### src/rtl/sip_pkg.sv
// Shared types and constants for the set intersection probe.
package sip_pkg;

  localparam int ValueW = 32;
  localparam int TotalW = 12;
  localparam logic [TotalW-1:0] TotalMax = {TotalW{1'b1}};

  typedef enum logic [1:0] {
    REQ_CLEAR  = 2'd0,
    REQ_APPEND = 2'd1,
    REQ_PROBE  = 2'd2,
    REQ_UNUSED = 2'd3
  } req_t;

  typedef enum logic [3:0] {
    ST_IDLE   = 4'b0001,
    ST_READ   = 4'b0010,
    ST_CMP    = 4'b0100,
    ST_FINISH = 4'b1000
  } state_t;

endpackage

### src/rtl/sip_ram.sv
// Generic single-write, single-read RAM with registered read data.
module sip_ram #(
  parameter int WIDTH = 32,
  parameter int DEPTH = 32,
  localparam int AddrW = (DEPTH > 1) ? $clog2(DEPTH) : 1
) (
  input  logic             clk,
  input  logic             wr_en,
  input  logic [AddrW-1:0] wr_addr,
  input  logic [WIDTH-1:0] wr_data,
  input  logic [AddrW-1:0] rd_addr,
  output logic [WIDTH-1:0] rd_data
);

  logic [WIDTH-1:0] mem [DEPTH];

  always_ff @(posedge clk) begin
    if (wr_en) begin
      mem[wr_addr] <= wr_data;
    end
    rd_data <= mem[rd_addr];
  end

endmodule

### src/rtl/set_intersection_probe.sv
// Top level of the set intersection probe: sequencer, comparator and result register.
//
// Requests arrive on the in_ channel (in_valid / in_stall). A clear request
// empties the reference set and zeroes the match total; an append request
// writes value at the next free slot of the store (dropped when full). Both
// give no result. A probe request walks the stored entries in order with a
// single 32-bit comparator, reading each RAM entry with an address step and
// then a compare step, and gives one result per matching entry, or one miss
// result when nothing matches. Entries pass one at a time through the one
// RAM read port and the shared comparator; in_stall stays high for the
// whole walk.
// Results leave on the out_ channel (out_valid / out_stall) from an output
// register. One hit is held back until the next hit or the end of the walk
// so that the last result of a probe carries last and, for the final probe
// of a set, set_done; the match total then returns to zero.
// A stalled receiver holds the walk at the comparator on a new hit while an
// earlier hit is held, and at the end of the walk, until the output register
// frees up. Reset empties the set and zeroes the total; the store is not cleared.
module set_intersection_probe #(
  parameter int SET_DEPTH = 32
) (
  input  logic                          clk,
  input  logic                          rst,
  input  logic                          in_valid,
  output logic                          in_stall,
  input  logic [1:0]                    req_type,
  input  logic signed [sip_pkg::ValueW-1:0] value,
  input  logic                          probe_last,
  output logic                          out_valid,
  input  logic                          out_stall,
  output logic                          hit,
  output logic signed [sip_pkg::ValueW-1:0] match_value,
  output logic                          last,
  output logic                          set_done,
  output logic [sip_pkg::TotalW-1:0]    match_total
);
  import sip_pkg::*;

  localparam int AddrW = (SET_DEPTH > 1) ? $clog2(SET_DEPTH) : 1;
  localparam int CntW  = $clog2(SET_DEPTH + 1);

  state_t            state;
  logic [CntW-1:0]   ref_count;
  logic [CntW-1:0]   idx;
  logic [TotalW-1:0] total_matches;
  logic [ValueW-1:0] probe_value;
  logic              probe_fin;
  logic              pend_valid;
  logic [TotalW-1:0] pend_total;

  logic              accept;
  logic              out_free;
  logic              ram_wr_en;
  logic [ValueW-1:0] ram_rd_data;
  logic              entry_match;
  logic [TotalW-1:0] total_inc;

  assign accept    = in_valid && !in_stall;
  assign in_stall  = (state != ST_IDLE);
  assign out_free  = !out_valid || !out_stall;
  assign ram_wr_en = accept && (req_t'(req_type) == REQ_APPEND)
                     && (ref_count < CntW'(SET_DEPTH));
  assign entry_match = (ram_rd_data == probe_value);
  assign total_inc   = (total_matches == TotalMax) ? total_matches
                                                   : total_matches + 1'b1;

  sip_ram #(
    .WIDTH(ValueW),
    .DEPTH(SET_DEPTH)
  ) u_store (
    .clk    (clk),
    .wr_en  (ram_wr_en),
    .wr_addr(ref_count[AddrW-1:0]),
    .wr_data(value),
    .rd_addr(idx[AddrW-1:0]),
    .rd_data(ram_rd_data)
  );

  // Sequencer, running total and held-back hit.
  always_ff @(posedge clk) begin
    if (rst) begin
      state         <= ST_IDLE;
      ref_count     <= '0;
      total_matches <= '0;
      idx           <= '0;
      pend_valid    <= 1'b0;
    end else begin
      unique case (state)
        ST_IDLE: begin
          if (accept) begin
            case (req_t'(req_type))
              REQ_CLEAR: begin
                ref_count     <= '0;
                total_matches <= '0;
              end
              REQ_APPEND: begin
                if (ram_wr_en) begin
                  ref_count <= ref_count + 1'b1;
                end
              end
              REQ_PROBE: begin
                idx        <= '0;
                pend_valid <= 1'b0;
                state      <= (ref_count == '0) ? ST_FINISH : ST_READ;
              end
              default: begin
              end
            endcase
          end
        end
        ST_READ: begin
          state <= ST_CMP;
        end
        ST_CMP: begin
          // hold a new hit while an earlier hit cannot leave yet
          if (!(entry_match && pend_valid && !out_free)) begin
            if (entry_match) begin
              total_matches <= total_inc;
              pend_valid    <= 1'b1;
            end
            idx   <= idx + 1'b1;
            state <= (idx + 1'b1 == ref_count) ? ST_FINISH : ST_READ;
          end
        end
        ST_FINISH: begin
          if (out_free) begin
            pend_valid <= 1'b0;
            if (probe_fin) begin
              total_matches <= '0;
            end
            state <= ST_IDLE;
          end
        end
        default: begin
          state <= ST_IDLE;
        end
      endcase
    end
  end

  always_ff @(posedge clk) begin
    if (accept && (req_t'(req_type) == REQ_PROBE)) begin
      probe_value <= value;
      probe_fin   <= probe_last;
    end
    if (state == ST_CMP && entry_match && (!pend_valid || out_free)) begin
      pend_total <= total_inc;
    end
  end

  // Result register.
  always_ff @(posedge clk) begin
    if (rst) begin
      out_valid <= 1'b0;
    end else if (state == ST_CMP && entry_match && pend_valid && out_free) begin
      out_valid <= 1'b1;
    end else if (state == ST_FINISH && out_free) begin
      out_valid <= 1'b1;
    end else if (!out_stall) begin
      out_valid <= 1'b0;
    end
  end

  always_ff @(posedge clk) begin
    if (state == ST_CMP && entry_match && pend_valid && out_free) begin
      hit         <= 1'b1;
      match_value <= probe_value;
      last        <= 1'b0;
      set_done    <= 1'b0;
      match_total <= pend_total;
    end else if (state == ST_FINISH && out_free) begin
      hit         <= pend_valid;
      match_value <= pend_valid ? probe_value : '0;
      last        <= 1'b1;
      set_done    <= probe_fin;
      match_total <= total_matches;
    end
  end

  a_count_bound: assert property (@(posedge clk) disable iff (rst)
    ref_count <= CntW'(SET_DEPTH))
    else $error("reference count beyond store depth");

  a_done_is_last: assert property (@(posedge clk) disable iff (rst)
    out_valid && set_done |-> last)
    else $error("set_done without last");

  a_hit_total: assert property (@(posedge clk) disable iff (rst)
    out_valid && hit |-> match_total != '0)
    else $error("hit result with zero total");

  a_cmp_in_range: assert property (@(posedge clk) disable iff (rst)
    state == ST_CMP |-> idx < ref_count)
    else $error("compare index past stored entries");

endmodule
### config.mk
export PLATFORM = sky130hd
export DESIGN_NAME = set_intersection_probe
export DESIGN_NICKNAME = d
export VERILOG_FILES = /design/src/rtl/sip_pkg.sv /design/src/rtl/sip_ram.sv /design/src/rtl/set_intersection_probe.sv
export SDC_FILE = /design/constraint.sdc
export NUM_CORES = 1
export LEC_CHECK = 0
export CAP_MARGIN = 10
export CORE_ASPECT_RATIO = 0.8
export CORE_MARGIN = 10
export CORE_UTILIZATION = 50
export DETAILED_ROUTE_END_ITERATION = 12
export DONT_BUFFER_PORTS = 1
export PLACE_DENSITY = 0.8
export REMOVE_ABC_BUFFERS = 1
export SLEW_MARGIN = 0
export SYNTH_ARGS = -nofsm -noshare
export SYNTH_HDL_FRONTEND = slang
export SYNTH_SLANG_ARGS = --single-unit
### constraint.sdc
create_clock -name clk -period 3.1 [get_ports clk]
set_input_delay 0.62 -clock clk [delete_from_list [all_inputs] [get_ports clk]]
set_output_delay 0.62 -clock clk [all_outputs]
set_load 0.01 [all_outputs]
======== Word-level counts from Yosys, hierarchy flattened ========
Memories as Yosys holds them, arrays and structs flattened. A register that Yosys moved wholly into a read port is not among the register bits.
Cells that the tools add are included.
operators by class
  add/sub/neg operators ................... 3
  magnitude comparators ................... 1
  equality and inequality tests ........... 19
  mux-type cells .......................... 37
  reduce and logical (&&, ||, !) cells .... 29
operator list
  kind                     count
  $mux W12                 9
  $mux W32                 3
  $pmux W12 S3             1
  $eq A32 B32 Y1           1
  $mux W4                  6
  $mux W6                  4
  $pmux W6 S2              2
  $pmux W4 S4              1
  $ne A2 B2 Y1 const B     7
  $add A12 B1 Y12 const B  1
  $add A6 B1 Y6 const B    2
  $eq A12 B12 Y1 const B   1
  $reduce_and A4 Y1        3
  $logic_and A1 B1 Y1      11
  $mux W1                  10
  $reduce_and A7 Y1        1
  $eq A6 B6 Y1             1
  $logic_not A6 Y1         1
  $lt A6 B6 Y1 const B     1
  $reduce_and A6 Y1        1
  $reduce_bool A2 Y1       3
  $logic_not A1 Y1         5
  $eq A4 B1 Y1 const B     1
  $eq A4 B2 Y1 const B     1
  11 further kinds         12
storage, ports and cells
  register bits after elaboration ......... 122
  bits in writable memories ............... 1024
  input bits .............................. 39
  output and inout bits ................... 49
  memories kept ........................... 1
memory list
  name         depth  width  rd ports  clocked after Yosys merged registers in  wr ports  line           RTL
  u_store.mem  32     32     1         1                                        1         sip_ram.sv:15  logic [WIDTH-1:0] mem [DEPTH];

======== Longest topological paths before layout ========
Gate-level depths: netlist of run 1.
  depth in word-level cells ............... 7
  depth in mapped cells ................... 10
  mapped depth without buffers ............ 8

======== Modules after synthesis ========
A second synthesis of run 1 with hierarchy kept.
second synthesis, totals
  cell total of the unflattened synthesis .. 2704
  area total of the unflattened synthesis .. 46037.9 um^2
modules (own cells, without submodules)
  module                  instances  cells an instance  area an instance (um^2)  sequential area each (um^2)
  sip_ram                 1          2260               40492.6                  31390.1
  set_intersection_probe  1          444                5545.3                   3333.2

======== Worst setup path before layout of run 1 ========
No wires, ideal clock.
  path kind ............................... reg2reg
  start ................................... register state[1]
  end ..................................... memory u_store.mem[31][0] (enable)
  library setup time ...................... 0.421 ns
  arrival time ............................ 2.976 ns
  data required time ...................... 2.679 ns
  slack ................................... -0.297 ns
  cell stages (with the launch flop) ...... 7
  path buffers ............................ 1
  clock period less this slack ............ 3.397 ns
  cells stage by stage .................... dfxtp_1 > buf_2 > nor4b_2 > nand2_1 > nor3_1 > nand2_1 > nor2_1
between the ends
  longest elaborated chain between the ends .. 7
RTL lines
  item                           line                           RTL
  from (decl)                    set_intersection_probe.sv:42   state_t state;
  from (signal assigned)         set_intersection_probe.sv:104  state <= (ref_count == '0) ? ST_FINISH : ST_READ;
  from (signal assigned)         set_intersection_probe.sv:122  state <= (idx + 1'b1 == ref_count) ? ST_FINISH : ST_READ;
  $ne A4 B1 Y1                   set_intersection_probe.sv:59   assign in_stall = (state != ST_IDLE);
  $logic_not A1 Y1               set_intersection_probe.sv:58   assign accept = in_valid && !in_stall;
  $logic_and A1 B1 Y1            set_intersection_probe.sv:58
  $logic_and A1 B1 Y1            set_intersection_probe.sv:61   assign ram_wr_en = accept && (req_t'(req_type) == REQ_APPEND)
  $logic_and A1 B1 Y1            set_intersection_probe.sv:62   && (ref_count < CntW'(SET_DEPTH));
  $mux W1                        sip_ram.sv:18                  if (wr_en) begin
  $mux W1 (implied by the code)  sip_ram.sv:19                  mem[wr_addr] <= wr_data;
  to (decl)                      sip_ram.sv:15
Every way passes these cells.

======== Final worst setup path of run 1 ========
  start ................................... register probe_value[9]
  end ..................................... register total_matches[0]
between the ends
  longest elaborated chain between the ends .. 5
  elaborated cells between the ends (all ways) .. 6
  classes of those cells .................. eq/ne (3); reduce/logical (3)
RTL lines
  item                                  line                           RTL
  from (decl)                           set_intersection_probe.sv:46   logic [ValueW-1:0] probe_value;
  from (signal assigned)                set_intersection_probe.sv:143  probe_value <= value;
  $eq A32 B32 Y1 *                      set_intersection_probe.sv:63   assign entry_match = (ram_rd_data == probe_value);
  $logic_and A1 B1 Y1 (2 in a row)      set_intersection_probe.sv:116  if (!(entry_match && pend_valid && !out_free)) begin
  $ne A2 B2 Y1 (no source line)         --
  $reduce_and A7 Y1 (no source line) *  --
  to (signal assigned)                  set_intersection_probe.sv:118  total_matches <= total_inc;
  to (decl)                             set_intersection_probe.sv:45   logic [TotalW-1:0] total_matches;
Every way passes the cells marked *; elsewhere a longest branch is shown, timed or not.
A chain may end at the register's enable or synchronous reset.

==> results of run 1 <==
## Yosys cell counts, drive strengths merged (2+ instances only)
master / count / area share
mux2: 46 / 0.012
a21oi: 20 / 0.0022
nand3: 14 / 0.0016
edfxtp: 1113 / 0.74
or4bb: 2 / 0.00050
nor3b: 3 / 0.00050
inv: 7 / 0.00058
nand4: 8 / 0.0011
nor4: 6 / 0.00084
o31ai: 2 / 0.00033
nand3b: 6 / 0.0010
o32ai: 2 / 0.00039
ha: 6 / 0.0017
and3: 2 / 0.00028
nand2: 28 / 0.0023
dfxtp: 65 / 0.029
clkbuf: 60 / 0.0050
o211ai: 4 / 0.00089
o21ai: 14 / 0.0016
and4: 2 / 0.00039
or3b: 2 / 0.00039
nand2b: 4 / 0.00056
a31oi: 5 / 0.00070
or4b: 3 / 0.00075
nor3: 11 / 0.0013
nor2: 69 / 0.0058
mux2i: 2 / 0.00045
buf: 36 / 0.0040
nor4b: 3 / 0.0011
xor2: 42 / 0.0082
or4: 5 / 0.00084
xnor2: 10 / 0.0019
o21a: 2 / 0.00033
or3: 4 / 0.00056
mux4: 320 / 0.16
and2: 35 / 0.0049
## power groups by stage
stage | Combinational [mW] | Clock (mW) | Sequential (mW)
global route | 0.419 | 14.0 | 17.6
finish | 0.397 | 13.3 | 17.6
global placement | 0.362 | 0 | 17.9
floorplan | 0.223 | 0 | 17.9
CTS | 0.386 | 13.4 | 17.6
detailed placement | 0.374 | 0 | 17.9
## critical path, delay by kind of cell, from the launching register on
| family | cells | cell delay (ns) |
|---|---|---|
| and+or+nand+nor | 4 | 1.33 |
| AOI/OAI and AO/OA | 2 | 0.47 |
| DFF | 1 | 0.42 |
| buffers and inverters | 2 | 0.40 |
| xor gates and xnor gates | 1 | 0.19 |
## final timing paths
check,slack (ns),end,depth (start not counted),startpoint
worst max-delay path,0.20,total_matches[0],9,probe_value[9]
worst min-delay path,0.03,ref_count[1],1,rst
worst max register to register,0.20,total_matches[0],9,probe_value[9]
worst min register to register,0.53,idx[5],2,idx[5]
## area by class of cell
type                       count  area share
inverter                       7    0.000513
sequential                  1178       0.678
antenna                        1   0.0000489
tap                         1200      0.0293
multi-input combinational    692       0.196
clock inverter                51      0.0114
timing repair buffer         119      0.0276
clock buffer                 145      0.0570
## state kept, by name, indices dropped and copies added, names as in the netlist, 4 cells and up
name,flops
u_store.mem,1024
total_matches,12
pend_total,12
idx,6
u_store.rd_data,32
ref_count,6
match_value,32
state,4
match_total,12
probe_value,32
## what timing repair did
action                                  4_1_cts  5_1_grt
gates cloned                                  0        0
hold endpoints to repair                      5        0
hold buffers                                  2        0
gates resized for setup                       1        2
endpoints found under the setup margin        2        3
## cell families after synthesis
kind of cell | count (synthesis) | synth area share
compound gates | 58 | 0.00819
xor+xnor | 52 | 0.0101
flops | 1178 | 0.773
buf+inv | 103 | 0.00961
simple gates | 208 | 0.0248
fa+ha+maj | 6 | 0.00167
mux | 368 | 0.172
## stage by stage
stage,cell area (um2),utilization,setup slack [ns],cells
2_1_floorplan,44500,-,-9.13,1877
3_3_place_gp,47700,0.534,0.0598,3194
3_5_place_dp,47700,0.534,-0.00206,3194
4_1_cts,51200,0.574,0.194,3392
5_1_grt,51200,0.574,0.0242,3392
6_report,51200,0.574,0.199,3393
## layer usage
layer  GRT usage  share of wire
met1       0.296           0.36
met2       0.351           0.47
met3      0.0725           0.13
met4      0.0784          0.038
met5           0              0
==> flow_metrics.tcl, run 1 <==
set metrics [dict create \
    grt_max_degree 63 \
    crit_path_frequent_cell "buf_4" \
    drv_slew 0 \
    antenna_found_initial 1 \
    numCtsBuffers 105 \
    finalCritPeriodShare 0.936 \
    clockBufferDepth 3 \
    routedWlPerCell_um 33.9 \
    p_leak_nw 15.5 \
    gp_congestion 0.804 \
    yosys_register_bits 1178 \
    viasPerCell 6.52 \
    post_cts_buffers 0 \
    p_switching_mw 6.10 \
    root_buffer "clkbuf_16" \
    finalSetupTns_ns 0 \
    netlist_area_um2 44900 \
    yosys_warnings 0 \
    syn_area_per_cell_um2 22.8 \
    multi_input_area_um2 10000 \
    rows 98 \
    synth-edff-count 1113 \
    status "completed" \
    setup_violations 0 \
    synth-main-ff-cell "edfxtp_1" \
    syn2layout_area_growth_pct 14.0 \
    clock_skew_ns 0.0249 \
    grt_setup_unrepaired "false" \
    seq_power_share 0.563 \
    die_x_um 355 \
    clk_latency_ns 0.68 \
    tritoncts "done" \
    p_int_mw 25.2 \
    core-area_um2 89300 \
    initial_core_util 0.503 \
    clkPwrFrac 0.425 \
    seq_area_um2 34700 \
    final_cell_mix "edfxtp_1, mux4_2, clkbuf_16, buf_4, dfxtp_1" \
    yosysUniqueCellTypes 56 \
    cts_htree_levels 3 \
    worst_pin_slew_ns 1.01 \
    critical_path.cell_chain "xor2_1 > nor4_1 > buf_4 > nand3_1 > nor3_2 > buf_4 > o211ai_2 > or4_1 > a21oi_1" \
    grtUsageTotal 0.224 \
    syn-instance-count 1973 \
    finalCriticalPeriod_ns 2.90 \
    ir_worst_vdd_uv 452 \
    switching_share 0.195 \
    end_kind "flop" \
    power_mw 31.3 \
    fillCellCount 6118 \
    start_kind "flop" \
    final_common_cell "edfxtp_1" \
    place_hpwl_um 63600 \
    cp_max_fo 17 \
    holdWs_ns 0.0320 \
    drt_first_iter_violations 3412 \
    vias 22127 \
    fin_nets 2148 \
    combinationalPowerShare 0.013 \
    slowest_stage "or4_1" \
    dieArea_um2 102000 \
    detail_route.first_pass.iterations 6 \
    critical-path-max-stage-delay_ns 0.51 \
    drive_above_1_share 0.306 \
    grt_pass1_wl_um 165000 \
    fmax_ghz 0.345 \
    die_h_um 288 \
    clk_pin_slew_ns 0.07 \
    grt_pass1_vias 22610 \
    path_class "reg2reg" \
    synthArstFlopShare 0 \
    yosysSeqAreaShare 0.773 \
    hold_path.class "in2reg" \
    drtAntennaViolNets 0 \
    cts.sinks 1178 \
    relSlewSlack 0.329 \
    arrival_ns 3.49 \
    drc 0 \
    pin_count 88 \
    io_buffers 0 \
    hold_viol 0 \
    cap_violations 0 \
    grt_overflow 0 \
    cp_data_required_time_ns 3.69 \
    powerDensity_nw_per_um2 610 \
    postRouteWirelength_um 115000 \
]
(Power assumes the default switching activity.)
==> inputs of run 2 (changes only) <==
- clock period: 3.1 -> 2.6 ns (I/O delays scaled with it)
==> run 2 against run 1 <==
  * The run now ends with setup timing left
  * Die area did not move
  * Count of clock-buffer cells in the layout fell by 12
  * Clock skew rose by 0.0072 ns
  * Clock power rose by 18%
  * Via count rose by 1.3%
  * Final cell count rose by 2.0%
  * Maximum frequency fell by 0.29%
  * Total power rose by 20%
  * Non-clock buffer count rose by 68
==> flow_metrics.tcl, run 2 (synthesis gave the netlist of run 1 again) <==
set metrics [dict create \
    status "complete, but fails checks" \
    failed_checks "setup timing" \
    grt_max_degree 46 \
    fin_nets 2215 \
    grt_pass1_wl_um 165000 \
    rr_endpoint "total_matches[5]" \
    drc 0 \
    cp_data_required_time_ns 3.22 \
    finalCriticalPeriod_ns 2.91 \
    rrSetupSlack_ns -0.31 \
    antenna_found_initial 6 \
    detail_route.first_pass.iterations 9 \
    initial_core_util 0.503 \
    final_cell_mix "edfxtp_1, mux4_2, clkbuf_16, buf_12, dfxtp_1" \
    arrival_ns 3.52 \
    routedWlPerCell_um 33.8 \
    drtAntennaViolNets 0 \
    relSlewSlack 0.194 \
    grt_setup_unrepaired "true" \
    end_kind "flop" \
    gp_congestion 0.822 \
    clk_latency_ns 0.69 \
    cts_htree_levels 3 \
    clock_skew_ns 0.0321 \
    ir_worst_vdd_uv 595 \
    largest-register "u_store.mem" \
    slowest_stage "or4_4" \
    fmax_ghz 0.344 \
    dieArea_um2 102000 \
    postRouteWirelength_um 117000 \
    cap_violations 0 \
    path_class "reg2reg" \
    drive_above_1_share 0.333 \
    ff2ff_path_depth 9 \
    grt_pass1_vias 22583 \
    seq_area_um2 34700 \
    vias 22410 \
    core-area_um2 89300 \
    fillCellCount 5962 \
    cp_max_fo 5 \
    top_layer_used "met5" \
    whs_endpoint "idx[3]" \
    place_hpwl_um 63800 \
    worst_pin_slew_ns 1.21 \
    io_buffers 0 \
    cp_num_buf_inv 2 \
    grtUsageTotal 0.224 \
    p_leak_nw 16.0 \
    clk_pin_slew_ns 0.07 \
    finalCritPeriodShare 1.12 \
    start_kind "flop" \
    holdWs_ns 0.0383 \
    root_buffer "clkbuf_16" \
    tritoncts "done" \
    fin_ws_ns -0.309 \
    powerDensity_nw_per_um2 714 \
    clockBufferDepth 3 \
    grt_overflow 0 \
    routed-wl-met2_um 56800 \
    multi_input_area_um2 10200 \
    critPathTopFamily "simple AND/OR/NAND/NOR gates" \
    die_h_um 288 \
    die_x_um 355 \
    rr_startpoint "probe_value[14]" \
    hp-start "rst" \
    drt_first_iter_violations 3202 \
    pin_count 88 \
    critical-path-max-stage-delay_ns 0.49 \
    critical_path.cell_chain "xor2_1 > nor4_1 > nand4_1 > nor3_2 > buf_4 > o211ai_4 > clkbuf_16 > or4_4 > a21oi_2" \
    syn2layout_area_growth_pct 17.2 \
    numCtsBuffers 103 \
    final_cells 3462 \
    rows 98 \
    drv_slew 0 \
    hold_depth 2 \
    hold_viol 0 \
    viasPerCell 6.47 \
    hold_path.class "in2reg" \
    dp_cells 3217 \
    cts.sinks 1178 \
    setup_violations 87 \
    final_common_cell "edfxtp_1" \
    largest_reg_flops 1024 \
    wl_met1_um 42500 \
    wl_met3_um 14000 \
]
[run 2: changes by cell type in the layout (fill, tap and decap cells not counted), sizes merged, moves of 3 or more]
| cell | delta |
|---|---|
| buf | +35 |
| clkbuf | -6 |
| clkinv | +5 |
| clkinvlp | +5 |
| diode | +3 |
| dlygate4sd3 | +27 |
[run 2: layout make-up]
cell class / count / share of cell area
Antenna cell: 4 / 0.000190
Clock buffer: 133 / 0.0534
Clock inverter: 60 / 0.0126
Inverter: 7 / 0.000499
Multi-Input combinational cell: 693 / 0.193
Sequential cell: 1178 / 0.660
Tap cell: 1200 / 0.0285
Timing Repair Buffer: 187 / 0.0515
[run 2: worst register-to-register path: stages (launching register included)]
cell and delay, ns:
edfxtp_1 0.42, xor2_1 0.18, nor4_1 0.48, nand4_1 0.32
nor3_2 0.31, buf_4 0.19, o211ai_4 0.13, clkbuf_16 0.19
or4_4 0.49, a21oi_2 0.14
[run 2: per-stage QoR]
step	power, mW	area, um2	setup WS (ns)	utilization	setup TNS, ns
6_report	37.6	52600	-0.309	0.590	-15.73
2_1_floorplan	21.6	44500	-9.63	-	-1215.75
3_5_place_dp	21.9	48300	-0.203	0.542	-3.44
4_1_cts	37.6	52200	-0.141	0.585	-1.27
5_1_grt	38.5	52600	-0.334	0.590	-16.90
3_3_place_gp	21.8	48300	-0.206	0.542	-3.54
[run 2: how the worst max path moves through the flow]
stage          cells past startpoint  slack (ns)       startpoint               end
2_1_floorplan                      7       -9.63           idx[0]          state[3]
3_3_place_gp                      10       -0.21   probe_value[4]  total_matches[2]
3_5_place_dp                      10       -0.20  probe_value[12]  total_matches[2]
4_1_cts                           10       -0.14   probe_value[4]  total_matches[2]
5_1_grt                            9       -0.33  probe_value[14]  total_matches[5]
6_report                           9       -0.31  probe_value[14]  total_matches[5]
[run 2: metal layers]
layer | track usage | up-vias
li1 | - | 8689
met1 | 0.301 | 11767
met2 | 0.360 | 1675
met3 | 0.0603 | 275
met4 | 0.0650 | 4
met5 | 0 | -
[run 2: power breakdown]
| part | leakage [nW] | switching (mW) | internal, mW |
|---|---|---|---|
| Sequential | 10.5 | 0.128 | 20.9 |
| Combinational | 3.81 | 0.608 | 0.327 |
| Clock | 1.70 | 6.88 | 8.79 |
| Total | 16.0 | 7.62 | 30.0 |
[run 2: what timing repair did]
item                                    4_1_cts  5_1_grt
pin swaps                                     2        9
hold endpoints to repair                   1075        0
buffers inserted                              0        2
hold buffers                                 35        0
endpoints found under the setup margin      113       89
gates resized for setup                       2       38
gates cloned                                  0       10
==> inputs of run 3 (changes only) <==
--- a/config.mk
+++ b/config.mk
@@ -18,2 +18,3 @@
 export SYNTH_HDL_FRONTEND = slang
+export SYNTH_HIERARCHICAL = 1
 export SYNTH_SLANG_ARGS = --single-unit
--- a/constraint.sdc
+++ b/constraint.sdc
@@ -3,2 +3,2 @@
 set_output_delay 0.52 -clock clk [all_outputs]
-set_load 0.01 [all_outputs]
+set_load 0.1 [all_outputs]
==> run 3 against run 2 <==
  * The run now ends clean
  * Combinational power grew 44%
  * Synthesized cell count grew 37%
  * Sequential power is essentially flat
  * Worst hold slack lost 0.011 ns
  * Sequential share of layout area shrank 1.4 points
  * Routed wire length grew 1.7%
  * Clock skew shrank 0.0076 ns
  * Register-to-register slack gained 0.32 ns
  * Die area grew 2.3%
  * Via count grew 17%
  * Critical endpoint is now match_total[9]
==> flow_metrics.tcl, run 3 <==
set metrics [dict create \
    status "completed" \
    rows 99 \
    netlist_area_um2 46000 \
    grt_overflow 0 \
    yosys_register_bits 1178 \
    viasPerCell 6.20 \
    synth_top_area_frac 0.726 \
    antenna_found_initial 7 \
    gp_congestion 0.885 \
    seq_area_um2 34700 \
    clkPwrFrac 0.401 \
    combinationalPowerShare 0.036 \
    grt_pass1_vias 26244 \
    io_buffers 0 \
    cts_htree_levels 3 \
    syn_area_per_cell_um2 17.0 \
    finalCritPeriodShare 0.998 \
    start_kind "flop" \
    seq_power_share 0.563 \
    finalCriticalPeriod_ns 2.59 \
    root_buffer "clkbuf_16" \
    clk_latency_ns 0.69 \
    fmax_ghz 0.386 \
    drtAntennaViolNets 0 \
    syn2layout_area_growth_pct 16.8 \
    yosysSeqAreaShare 0.754 \
    multi_input_area_um2 10800 \
    switching_share 0.211 \
    fillCellCount 6348 \
    arrival_ns 3.03 \
    vias 26220 \
    synth-main-ff-cell "edfxtp_1" \
    pin_count 88 \
    dieArea_um2 105000 \
    dp_cells 3984 \
    path_class "reg2reg" \
    hold_path.class "in2reg" \
    cp_data_required_time_ns 3.03 \
    hold_viol 0 \
    clk_pin_slew_ns 0.06 \
    setup_violations 0 \
    critical-path-max-stage-delay_ns 0.41 \
    grtUsageTotal 0.219 \
    core-area_um2 91300 \
    detail_route.first_pass.iterations 6 \
    p_leak_nw 16.5 \
    slowest_stage "edfxtp_1" \
    powerDensity_nw_per_um2 693 \
    drive_above_1_share 0.155 \
    yosysUniqueCellTypes 58 \
    die_h_um 291 \
    initial_core_util 0.504 \
    finalInstanceArea_um2 53800 \
    cts.sinks 1178 \
    yosys_warnings 6 \
    drt_first_iter_violations 3646 \
    fin_nets 2972 \
    p_int_mw 29.4 \
    numCtsBuffers 104 \
    drc 0 \
    crit_path_frequent_cell "buf_4" \
    tritoncts "done" \
    grt_max_degree 89 \
    ir_worst_vdd_uv 746 \
    place_hpwl_um 69700 \
    final_cells 4229 \
    worst_pin_slew_ns 1.22 \
    routedWlPerCell_um 28.1 \
    cp_max_fo 7 \
    relSlewSlack 0.183 \
    end_kind "flop" \
    grt_setup_unrepaired "true" \
    synth.most_common_cell "edfxtp_1" \
    p_switching_mw 7.86 \
    clock_skew_ns 0.0246 \
    yosys-top-cells-area "edfxtp_1, mux2i_1, dfxtp_1, a22oi_1, a22o_1" \
    drv_slew 0 \
    finalSetupTns_ns 0 \
    clockBufferDepth 3 \
    grt_pass1_wl_um 173000 \
    power_mw 37.2 \
    synthTopCellsByCount "edfxtp_1, mux2i_1, nand2_1" \
    critical_path.cell_chain "xor2_1 > nor4_2 > buf_4 > nand4_1 > nor4_4 > buf_4 > nand3_4 > buf_6 > mux2_4" \
    syn-instance-count 2704 \
    postRouteWirelength_um 119000 \
    largest-register "u_store/mem" \
    synthArstFlopShare 0 \
    synth-edff-count 1113 \
    cap_violations 0 \
    largest_reg_flops 1024 \
    final_cell_mix "edfxtp_1, mux2i_1, buf_4, nand2_1" \
    yosysTopAreaCell "edfxtp_1" \
    place_area_um2 49600 \
    die_x_um 359 \
    final_common_cell "edfxtp_1" \
]
==> run 3: metal layers <==
layer / wire, um / GRT usage / part of all wire / up-vias
met3: 13600 / 0.0532 / 0.11 / 304
met5: 34 / 0 / 0.00029 / -
met1: 44000 / 0.286 / 0.37 / 13130
met4: 4920 / 0.0860 / 0.041 / 8
met2: 56400 / 0.353 / 0.47 / 1726
li1: - / - / - / 11052
==> run 3: logic make-up after synthesis <==
logic type                 after synthesis  share of synthesized area
DFF                                   1178                      0.754
and+or+nand+nor                        444                     0.0480
muxes                                  534                      0.117
buffers and inverters                  150                     0.0188
adders and majority gates                4                    0.00109
AOI/OAI and AO/OA                      341                     0.0504
xor gates and xnor gates                53                     0.0104
==> run 3: critical path: cells and delay by family, from the launching register on <==
family                    cells  cell delay, ns
buffers and inverters         3            0.54
xor gates and xnor gates      1            0.18
and+or+nand+nor               4            0.90
muxes                         1            0.30
DFF                           1            0.41
==> run 3: power by group through the flow <==
stage          sequential (mW)  combinational (mW)  clock, mW
2_1_floorplan             21.6               0.354          0
3_3_place_gp              21.4               0.936          0
3_5_place_dp              21.4               0.960          0
4_1_cts                   21.0                1.32       15.0
5_1_grt                   21.0                1.41       15.9
6_report                  21.0                1.35       14.9
==> run 3: metrics by stage <==
stage	worst slack, ns	hold slack (ns)	utilization
2_1_floorplan	-17.44	0.474	-
3_3_place_gp	-0.118	0.493	0.544
3_5_place_dp	-0.113	0.511	0.544
4_1_cts	0.0147	0.00232	0.586
5_1_grt	-0.0763	0.0106	0.589
6_report	0.00602	0.0278	0.589
==> run 3: area by class of cell <==
class,count,area share
diodes,2,0.0000931
clock buffers,130,0.0504
clock inverters,62,0.0103
inverters,7,0.000489
multi-input cells,1376,0.201
flip-flops and latches,1178,0.646
well taps,1212,0.0282
repair buffers,262,0.0640
==> run 3: path summary, 6_finish.rpt <==
path / start / endpoint / slack [ns] / depth (start not counted)
worst max-delay path: probe_value[18] / match_total[9] / 0.006 / 9
worst min-delay path: req_type[1] / ref_count[1] / 0.03 / 2
worst max register to register: probe_value[18] / match_total[9] / 0.006 / 9
worst min register to register: total_matches[6] / total_matches[6] / 0.52 / 2
==> run 3: repair_timing <==
action,in CTS,in global routing
gates cloned,0,4
endpoints found under the setup margin,319,270
resized for setup,7,7
buffers inserted,0,11
endpoints found under the hold margin,1073,0
pin swaps,3,2
hold buffers,36,0
